[config.mk]
export PLATFORM = sky130hd
export DESIGN_NAME = block_median_peak_tracker
export DESIGN_NICKNAME = d
export VERILOG_FILES = /design/src/rtl/bmpt_pkg.sv /design/src/rtl/block_median_peak_tracker.sv /design/src/rtl/bmpt_sort_cell.sv /design/src/rtl/bmpt_out_stage.sv
export VERILOG_INCLUDE_DIRS = /design/src /design/src/rtl
export SDC_FILE = /design/constraint.sdc
export NUM_CORES = 1
export LEC_CHECK = 0
export BUFFER_PORTS_ARGS = -buffer_cell sky130_fd_sc_hd__buf_2
export CELL_PAD_IN_SITES_DETAIL_PLACEMENT = 0
export CELL_PAD_IN_SITES_GLOBAL_PLACEMENT = 1
export CORE_MARGIN = 2
export CORE_UTILIZATION = 48
export DETAILED_ROUTE_END_ITERATION = 10
export PLACE_DENSITY = 0.89
export SYNTH_ARGS = -nofsm -noshare
export SYNTH_HDL_FRONTEND = slang
export SYNTH_SLANG_ARGS = --single-unit
[constraint.sdc]
create_clock -name clk_i -period 4.61 [get_ports clk_i]
set_input_delay 0.461 -clock clk_i [delete_from_list [all_inputs] [get_ports clk_i]]
set_output_delay 0.461 -clock clk_i [all_outputs]
set_load 0.01 [all_outputs]
[src/rtl/block_median_peak_tracker_defines.svh]
// assertion macros for the median peak tracker
`ifndef BLOCK_MEDIAN_PEAK_TRACKER_DEFINES_SVH
`define BLOCK_MEDIAN_PEAK_TRACKER_DEFINES_SVH

`ifndef SYNTH
// checked while out of reset
`define BMPT_ASSERT(lbl, prop) \
  lbl: assert property (@(posedge clk_i) disable iff (!rst_ni) prop) \
    else $error("block_median_peak_tracker: check failed");
// checked on every edge, reset included
`define BMPT_ASSERT_ALWAYS(lbl, prop) \
  lbl: assert property (@(posedge clk_i) prop) \
    else $error("block_median_peak_tracker: check failed");
`else
`define BMPT_ASSERT(lbl, prop)
`define BMPT_ASSERT_ALWAYS(lbl, prop)
`endif

`endif

[src/rtl/bmpt_pkg.sv]
`timescale 1ns / 1ps

package bmpt_pkg;

  // window length and sample width
  localparam int unsigned Window     = 7;
  localparam int unsigned SampleBits = 12;

  // derived sizes
  localparam int unsigned CntW   = $clog2(Window);
  localparam int unsigned MidIdx = Window / 2;

  typedef logic [SampleBits-1:0] sample_t;
  typedef logic [CntW-1:0]       cnt_t;

  // link from one sort cell to its right neighbor
  typedef struct packed {
    logic    ins;
    sample_t data;
  } link_t;

endpackage

[src/rtl/block_median_peak_tracker.sv]
// result: the median of a window is registered and valid in the cycle after its seventh sample is taken
// throughput: one sample per cycle while results are drained; one result per seven samples
// a pending result that is not taken holds off further samples (single output register)
// the sorted window lives in a row of insertion cells, one sample slot each
// reset (async, active low): empty window, no result, peak high 0, peak low 4095
`timescale 1ns / 1ps
`include "block_median_peak_tracker_defines.svh"

module block_median_peak_tracker (
  input  logic        clk_i,
  input  logic        rst_ni,
  input  logic [11:0] sample_i,
  input  logic        sample_valid_i,
  output logic        sample_ready_o,
  output logic [11:0] median_o,
  output logic [11:0] peak_high_o,
  output logic [11:0] peak_low_o,
  output logic        out_valid_o,
  input  logic        out_ready_i
);

  bmpt_pkg::cnt_t    fill_cnt_q, fill_cnt_d;
  logic              accept;
  logic              last;
  logic              done;
  logic              space;
  bmpt_pkg::link_t   links [bmpt_pkg::Window+1];
  bmpt_pkg::sample_t cell_next [bmpt_pkg::Window];

  // request handshake
  assign sample_ready_o = space;
  assign accept         = sample_valid_i && sample_ready_o;
  assign last           = (fill_cnt_q == bmpt_pkg::cnt_t'(bmpt_pkg::Window - 1));
  assign done           = accept && last;

  // fill count of the current window
  always_comb begin
    fill_cnt_d = fill_cnt_q;
    if (accept) begin
      fill_cnt_d = last ? '0 : fill_cnt_q + bmpt_pkg::cnt_t'(1);
    end
  end

  always_ff @(posedge clk_i or negedge rst_ni) begin
    if (!rst_ni) begin
      fill_cnt_q <= '0;
    end else begin
      fill_cnt_q <= fill_cnt_d;
    end
  end

  // insertion chain, ascending from cell 0
  assign links[0] = '{ins: 1'b0, data: '0};

  for (genvar i = 0; i < bmpt_pkg::Window; i++) begin : g_cell
    bmpt_sort_cell u_cell (
      .clk_i      (clk_i),
      .load_i     (accept),
      .occupied_i (bmpt_pkg::cnt_t'(i) < fill_cnt_q),
      .sample_i   (sample_i),
      .left_i     (links[i]),
      .right_o    (links[i+1]),
      .next_o     (cell_next[i])
    );
  end

  // result register and running extremes
  bmpt_out_stage u_out (
    .clk_i       (clk_i),
    .rst_ni      (rst_ni),
    .done_i      (done),
    .median_i    (cell_next[bmpt_pkg::MidIdx]),
    .out_ready_i (out_ready_i),
    .space_o     (space),
    .out_valid_o (out_valid_o),
    .median_o    (median_o),
    .peak_high_o (peak_high_o),
    .peak_low_o  (peak_low_o)
  );

  // checks
  `BMPT_ASSERT(a_peaks_ordered, out_valid_o |-> (peak_low_o <= peak_high_o))
  `BMPT_ASSERT(a_median_in_range, out_valid_o |-> (median_o <= peak_high_o && median_o >= peak_low_o))
  `BMPT_ASSERT(a_result_from_last, $rose(out_valid_o) |-> $past(accept && last))
  `BMPT_ASSERT_ALWAYS(a_fill_bound, !rst_ni || (fill_cnt_q < bmpt_pkg::cnt_t'(bmpt_pkg::Window)))

endmodule

[src/rtl/bmpt_sort_cell.sv]
`timescale 1ns / 1ps

module bmpt_sort_cell (
  input  logic            clk_i,
  input  logic            load_i,
  input  logic            occupied_i,
  input  bmpt_pkg::sample_t sample_i,
  input  bmpt_pkg::link_t left_i,
  output bmpt_pkg::link_t right_o,
  output bmpt_pkg::sample_t next_o
);

  bmpt_pkg::sample_t data_q;
  bmpt_pkg::sample_t data_d;
  logic              ins;

  // new sample belongs at or before this slot
  assign ins = !occupied_i || (sample_i < data_q);

  // take the new sample, shift from the left, or hold
  always_comb begin
    data_d = data_q;
    if (load_i) begin
      if (left_i.ins) begin
        data_d = left_i.data;
      end else if (ins) begin
        data_d = sample_i;
      end
    end
  end

  always_ff @(posedge clk_i) begin
    data_q <= data_d;
  end

  assign right_o.ins  = ins;
  assign right_o.data = data_q;
  assign next_o       = data_d;

endmodule

[src/rtl/bmpt_out_stage.sv]
`timescale 1ns / 1ps

module bmpt_out_stage (
  input  logic              clk_i,
  input  logic              rst_ni,
  input  logic              done_i,
  input  bmpt_pkg::sample_t median_i,
  input  logic              out_ready_i,
  output logic              space_o,
  output logic              out_valid_o,
  output bmpt_pkg::sample_t median_o,
  output bmpt_pkg::sample_t peak_high_o,
  output bmpt_pkg::sample_t peak_low_o
);

  logic              out_valid_q, out_valid_d;
  bmpt_pkg::sample_t median_q;
  bmpt_pkg::sample_t high_q, high_d;
  bmpt_pkg::sample_t low_q, low_d;

  // room for a new result when empty or draining this cycle
  assign space_o = !out_valid_q || out_ready_i;

  // result valid and running extremes
  always_comb begin
    out_valid_d = out_valid_q;
    high_d      = high_q;
    low_d       = low_q;
    if (out_valid_q && out_ready_i) begin
      out_valid_d = 1'b0;
    end
    if (done_i) begin
      out_valid_d = 1'b1;
      if (median_i > high_q) begin
        high_d = median_i;
      end
      if (median_i < low_q) begin
        low_d = median_i;
      end
    end
  end

  always_ff @(posedge clk_i or negedge rst_ni) begin
    if (!rst_ni) begin
      out_valid_q <= 1'b0;
      high_q      <= '0;
      low_q       <= '1;
    end else begin
      out_valid_q <= out_valid_d;
      high_q      <= high_d;
      low_q       <= low_d;
    end
  end

  // median payload
  always_ff @(posedge clk_i) begin
    if (done_i) begin
      median_q <= median_i;
    end
  end

  assign out_valid_o = out_valid_q;
  assign median_o    = median_q;
  assign peak_high_o = high_q;
  assign peak_low_o  = low_q;

endmodule
==> qor.yml, run 1 <==
drtIter0Drc: 177
worstMarginPinSlew_ns: 0.807
syn_nets: 525
ys_top_cells_by_count: "73 x inv_1, 67 x ha_1, 48 x edfxtp_1, 38 x mux2_2, 29 x a21oi_1"
wl_um: 11200
reg2reg_depth: 20
place_congestion: 0.842
clk_pin_slew_ns: 0.08
cts_buffer_depth: 2
path_cells: "inv_1, ha_1, a211oi_1, nor2_1, nor3_1, a211oi_4, buf_4, a21oi_4, nor2_1, a21oi_1, ha_1, a21o_1, a21o_1, a21oi_1, nor2_1, a2111oi_4, nand3_1, o21ai_4, buf_4, mux2_4"
fin_area_um2: 5890
slew_headroom: 0.459
async_reset_ff_frac: 0.318
power_density_nw_per_um2: 616
fin_crit_sh: 0.934
avgRoutedWirePerCell_um: 16.9
cellLeakagePower_uw: 0.00276
startpoint: "g_cell[2].u_cell.data_q[9]$_DFFE_PP_"
syn2layout_area_growth_pct: 14.6
rsz0062_at_grt: "false"
cts_sinks: 88
drcViolationCount: 0
maxCapViolCount: 0
vdd_drop_max_v: 0.000388
setup_viol: 0
yosysUniqueCellTypes: 45
die_x_um: 107
synth-main-ff-cell: "edfxtp_1"
yosys-top-cells-area: "edfxtp_1 28%, ha_1 16%, mux2_2 8.3%"
insertion_delay_ns: 0.37
io_buffers: 53
slowest_delay_ns: 0.43
crit_top_cell: "nor2_1"
grtUsageTotal: 0.205
drt-pass1-iter-count: 4
initial_utilization: 0.496
row_count: 37
chipHeight_um: 107
critPathMaxFanout: 14
crit_type: "register to register"
synth.largest_area_cell: "edfxtp_1"
syn_inst: 442
fmax_mhz: 232
grt-ovfl-total: 0
cpMaxStageDelayCell: "edfxtp_1"
antenna_found_initial: 0
finalHoldViolCount: 0
cts_root_buf: "clkbuf_8"
post_cts_buffers: 0
report.final.slew_viol_count: 0
final_nets: 602
min_path_type: "input port to asynchronous set/reset pin"
cp.required_ns: 4.91
die_area_um2: 11600
grt_first_pass_wirelength_um: 18100
via_per_inst: 5.44
ys_ff_latch: 88
postPlaceCellArea_um2: 5680
ios: 54
syn-cell-area_um2: 5140
worstReg2RegStart: "g_cell[2].u_cell.data_q[9]$_DFFE_PP_"
cts_hold_buf: 0
timing.rr.end: "u_out.peak_low_o[11]$_DFFE_PN1P_"
numCtsBuffers: 9
drtAntennaViolNets: 0
grt_max_degree: 29
first_global_vias: 3603
ys_seq_area_frac: 0.466
n_antenna_cell: 0
arrival_ns: 4.60
cp-start-kind: "register"
synth_top_area_frac: 0.280
r2r_slack_ns: 0.31
fin_worst_hold_slack_ns: 0.0972
h-tree-depth: 3
final.setup_skew_ns: 0.00965
core_um2: 10400
hpwl_um: 8540
crit_end: "u_out.peak_low_o[11]$_DFFE_PN1P_"
yosys_warnings: 0
synth-edff-count: 48
yosysMostFrequentCell: "inv_1"
cts_tree: "built"
fin_crit_ns: 4.30
outcome: "completed"
num_vias: 3589
drive_above_1_share: 0.303
worst_setup_path_end_kind: "register"
synth.avg_cell_area_um2: 11.6
## area by class of cell
type | count | area, µm²
multi-input cells | 270 | 2420
fillers | 901 | 4480
well taps | 136 | 170
flip-flops and latches | 88 | 2400
inverters | 73 | 274
repair buffers | 77 | 445
clock inverters | 3 | 42.5
clock buffers | 13 | 139
## layer usage
| layer | wire length, µm | track usage | up-vias |
|---|---|---|---|
| met3 | 460 | 0.0412 | 26 |
| met1 | 5130 | 0.267 | 1735 |
| met2 | 5270 | 0.325 | 85 |
| met5 | 0 | 0 | - |
| met4 | 324 | 0.0980 | 0 |
| li1 | - | - | 1743 |
## cells by family (layout without fill, tap and decap cells)
logic type,Yosys count,after routing,share of synthesized area
AO/OA/AOI/OAI,94,94,0.131
AND/OR/NAND/NOR,61,61,0.0592
adder cells (fa/ha/maj),67,67,0.163
flip-flops,88,88,0.466
buffers and inverters,84,166,0.0674
multiplexers,48,48,0.112
## flip-flops by register name, summed over array words and instances (netlist names)
| name | cells |
|---|---|
| u_out.median_o | 12 |
| u_out.out_valid_o | 1 |
| fill_cnt_q | 3 |
| u_out.peak_low_o | 12 |
| u_out.peak_high_o | 12 |
| g_cell.u_cell.data_q | 48 |
## where the power goes
| group | switching, µW | internal, µW | leakage (µW) |
|---|---|---|---|
| combinational | 903 | 815 | 0.00179 |
| sequential | 206 | 1190 | 0.000880 |
| clock | 271 | 251 | 0.0000876 |
| total | 1380 | 2250 | 0.00276 |
## through the flow
stage | cells | util | power, µW | worst slack (ns) | setup TNS [ns]
floorplan | 442 | - | 2490 | 0.234 | 0
global placement | 644 | 0.548 | 2990 | 0.0197 | 0
detailed placement | 644 | 0.548 | 3080 | -0.285 | -2.89
CTS | 660 | 0.566 | 3610 | 0.0889 | 0
global route | 660 | 0.568 | 3900 | 0.00515 | 0
finish | 660 | 0.568 | 3630 | 0.307 | 0
## worst min path at each step
stage          slack, ns  startpoint  cells past startpoint                          endpoint
2_1_floorplan       0.17      rst_ni                      0         fill_cnt_q[0]$_DFFE_PN0P_
3_3_place_gp        0.50      rst_ni                      1  u_out.peak_high_o[7]$_DFFE_PN0P_
3_5_place_dp        0.51      rst_ni                      1  u_out.peak_high_o[7]$_DFFE_PN0P_
4_1_cts             0.11      rst_ni                      1  u_out.peak_high_o[7]$_DFFE_PN0P_
5_1_grt             0.14      rst_ni                      1  u_out.peak_high_o[0]$_DFFE_PN0P_
6_report             0.1      rst_ni                      1  u_out.peak_high_o[7]$_DFFE_PN0P_
## worst max-delay path: cells and delay by family, from the launching register on
family,cells,cell delay [ns]
AO/OA/AOI/OAI,9,1.76
AND/OR/NAND/NOR,5,0.72
adder cells (fa/ha/maj),2,0.52
buffers and inverters,3,0.49
flip-flops,1,0.43
multiplexers,1,0.31
## what timing repair did
| action | in CTS | in global routing |
|---|---|---|
| pin swaps | 0 | 0 |
| gates cloned | 0 | 0 |
| setup endpoints to repair | 6 | 12 |
| resized for setup | 1 | 3 |
## cell usage in the layout (no fill, tap or decap), types with 3 or more instances in the layout
cell,n
a211o_1,4
clkbuf_1,4
dfxtp_1,12
nand2b_1,4
nor2b_1,3
nor3_1,4
dfstp_2,12
dfrtp_1,16
buf_2,53
a21o_1,13
mux2_4,10
a21oi_1,29
o22ai_1,11
buf_4,24
ha_1,67
nand3_1,5
o21ai_0,6
o211ai_1,6
nor2_1,20
nand2_1,13
mux2_2,38
edfxtp_1,48
inv_1,73
clkbuf_8,9
a211oi_1,5
o21a_1,8
nand4_1,6
Note: power is estimated with default switching activity, not from simulation.
==> run 2, diff against run 1 <==
--- a/config.mk
+++ b/config.mk
@@ -6,13 +6,15 @@
 export SDC_FILE = /design/constraint.sdc
 export NUM_CORES = 1
 export LEC_CHECK = 0
+export ABC_AREA = 1
 export BUFFER_PORTS_ARGS = -buffer_cell sky130_fd_sc_hd__buf_2
 export CELL_PAD_IN_SITES_DETAIL_PLACEMENT = 0
 export CELL_PAD_IN_SITES_GLOBAL_PLACEMENT = 1
 export CORE_MARGIN = 2
-export CORE_UTILIZATION = 48
+export CORE_UTILIZATION = 47
+export CTS_BUF_LIST = sky130_fd_sc_hd__clkbuf_8
 export DETAILED_ROUTE_END_ITERATION = 10
-export PLACE_DENSITY = 0.89
+export PLACE_DENSITY = 0.91
 export SYNTH_ARGS = -nofsm -noshare
 export SYNTH_HDL_FRONTEND = slang
 export SYNTH_SLANG_ARGS = --single-unit
==> qor.yml, run 2 <==
outcome: "completed"
wl_um: 12300
worstReg2RegStart: "g_cell[3].u_cell.data_q[11]$_DFF_P_"
yosysUniqueCellTypes: 35
cellLeakagePower_uw: 0.00296
fmax_mhz: 248
numCtsBuffers: 9
worst_setup_path_end_kind: "register"
post_cts_resized: 0
syn-cell-area_um2: 5130
cpLargestDelayFamily: "compound AO/OA/AOI/OAI gates"
vdd_drop_max_v: 0.000385
setup_viol: 0
final_nets: 736
fin_ws_ns: 0.577
antenna_found_initial: 0
synth-main-ff-cell: "edfxtp_1"
setup_tns_ns: 0
path_cells: "inv_1, ha_1, nand2_1, inv_1, nand2_1, nand2_1, a21oi_1, nand2_1, nand2_2, a21oi_1, o211ai_1, o21ai_0, a21oi_1, ha_1, nand2_1, nor4_1, nand2_1, nand2_1, o211a_1, o21ai_0"
cts_buffer_depth: 2
largest_register_ffs: 48
worstMarginPinSlew_ns: 0.717
initial_utilization: 0.478
fin_crit_ns: 4.03
finalPower_uw: 4040
slew_headroom: 0.522
io_buffers: 53
cts_sinks: 88
final_cell_mix: "145 x nand2_1, 103 x inv_1, 67 x ha_1, 55 x o21ai_0, 53 x buf_2"
fin_crit_sh: 0.875
async_reset_ff_frac: 0.318
insertion_delay_ns: 0.38
slowest_delay_ns: 0.56
h-tree-depth: 3
drcViolationCount: 0
cts_tree: "built"
crit_top_cell: "nand2_1"
clk_pin_slew_ns: 0.09
yosysMostFrequentCell: "nand2_1"
grt-ovfl-total: 0
reg2reg_depth: 20
drt-pass1-iter-count: 5
row_count: 38
hpwl_um: 9100
place_congestion: 0.841
syn_nets: 670
ys_top_cells_by_count: "145 x nand2_1, 103 x inv_1, 67 x ha_1, 55 x o21ai_0, 48 x edfxtp_1"
synth_top_area_frac: 0.281
maxCapViolCount: 0
die_x_um: 108
die_area_um2: 11800
rsz0062_at_grt: "false"
n_antenna_cell: 0
cp.required_ns: 4.84
cpMaxStageDelayCell: "o211a_1"
report.final.slew_viol_count: 0
grt_max_degree: 29
syn2layout_area_growth_pct: 13.8
r2r_slack_ns: 0.58
arrival_ns: 4.26
drive_above_1_share: 0.161
crit_type: "register to register"
num_vias: 4176
grt_first_pass_wirelength_um: 19600
synth.avg_cell_area_um2: 8.74
yosys-top-cells-area: "edfxtp_1 28%, ha_1 16%, nand2_1 11%"
grtUsageTotal: 0.220
power_density_nw_per_um2: 691
place_ws_ns: 0.316
cts_hold_buf: 0
regMostFlops: "g_cell.u_cell.data_q"
core_um2: 10700
chipHeight_um: 108
avgRoutedWirePerCell_um: 15.4
drtIter0Drc: 248
min_path_type: "input port to asynchronous set/reset pin"
cts_root_buf: "clkbuf_8"
post_cts_buffers: 0
final.setup_skew_ns: 0.0111
ys_seq_area_frac: 0.467
syn_inst: 587
synth.largest_area_cell: "edfxtp_1"
finalHoldViolCount: 0
critPathMaxFanout: 24
timing.rr.end: "u_out.peak_high_o[8]$_DFFE_PN0P_"
synth-edff-count: 48
ios: 54
crit_buf_inv: 2
yosys_warnings: 0
drtAntennaViolNets: 0
via_per_inst: 5.23
first_global_vias: 3959
cp-start-kind: "register"
layout_commonest_cell: "nand2_1"
ys_ff_latch: 88
-- run 2: cell count changes in the layout (fill, tap and decap cells not counted), sizes merged, moves of 11 or more --
cell   change
nand2    +135
mux2      -48
o21ai     +48
inv       +35
nand3     +14
a21o      -12
a21oi     +11
-- run 2: cell families (layout without fill, tap and decap cells) --
group / after synthesis / after routing / share of synthesized area
AOI/OAI and AO/OA: 119 / 119 / 0.126
and+or+nand+nor: 193 / 193 / 0.153
DFF: 88 / 88 / 0.467
adders and majority gates: 67 / 67 / 0.163
buffers and inverters: 120 / 191 / 0.0910
-- run 2: routing by layer --
metal,share of wire,routed length (µm),up-vias,track usage
li1,-,-,2086,-
met2,0.49,5980,96,0.367
met5,0,0,-,0
met4,0.016,192,0,0.0769
met3,0.044,543,18,0.0386
met1,0.45,5560,1976,0.288
-- run 2: how the worst max path moves through the flow --
| stage | start | to | slack (ns) | cells past startpoint |
|---|---|---|---|---|
| CTS | g_cell[2].u_cell.data_q[7]$_DFFE_PP_ | u_out.peak_high_o[1]$_DFFE_PN0P_ | 0.55 | 17 |
| global placement | sample_i[5] | u_out.peak_low_o[1]$_DFFE_PN1P_ | 0.49 | 20 |
| finish | g_cell[3].u_cell.data_q[11]$_DFF_P_ | u_out.peak_high_o[8]$_DFFE_PN0P_ | 0.58 | 20 |
| floorplan | sample_i[11] | u_out.peak_high_o[11]$_DFFE_PN0P_ | 1.27 | 20 |
| detailed placement | sample_i[7] | u_out.peak_high_o[2]$_DFFE_PN0P_ | 0.32 | 17 |
| global route | g_cell[3].u_cell.data_q[11]$_DFF_P_ | u_out.peak_high_o[10]$_DFFE_PN0P_ | 0.08 | 19 |
-- run 2: per-stage QoR --
step / cells / util / cell area, µm² / hold slack (ns)
floorplan: 587 / - / 5130 / 0.165
global placement: 782 / 0.523 / 5620 / 0.457
detailed placement: 782 / 0.523 / 5620 / 0.468
CTS: 798 / 0.543 / 5840 / 0.110
global route: 798 / 0.543 / 5840 / 0.142
finish: 798 / 0.543 / 5840 / 0.101
-- run 2: worst reg2reg max path, cell delays in order (launching register included) --
cell      delay [ns]
dfxtp_1         0.34
inv_1           0.06
ha_1            0.29
nand2_1         0.11
inv_1           0.05
nand2_1         0.05
nand2_1         0.04
a21oi_1         0.11
nand2_1         0.11
nand2_2         0.30
a21oi_1         0.13
o211ai_1        0.10
o21ai_0         0.11
a21oi_1         0.53
ha_1            0.24
nand2_1         0.07
nor4_1          0.34
nand2_1         0.09
nand2_1         0.07
o211a_1         0.56
o21ai_0         0.19
-- run 2: report_power, final --
part | switching, µW | internal (µW) | leakage (µW)
sequential | 165 | 1270 | 0.000859
clock | 296 | 306 | 0.000112
combinational | 1280 | 722 | 0.00199
total | 1740 | 2300 | 0.00296
-- run 2: layout make-up --
type | instances | area (µm²)
multi-input combinational | 379 | 2270
clock inverter | 7 | 93.8
tap | 140 | 175
fill | 1021 | 4910
clock buffer | 9 | 124
inverter | 107 | 402
sequential | 88 | 2400
timing repair buffer | 68 | 378
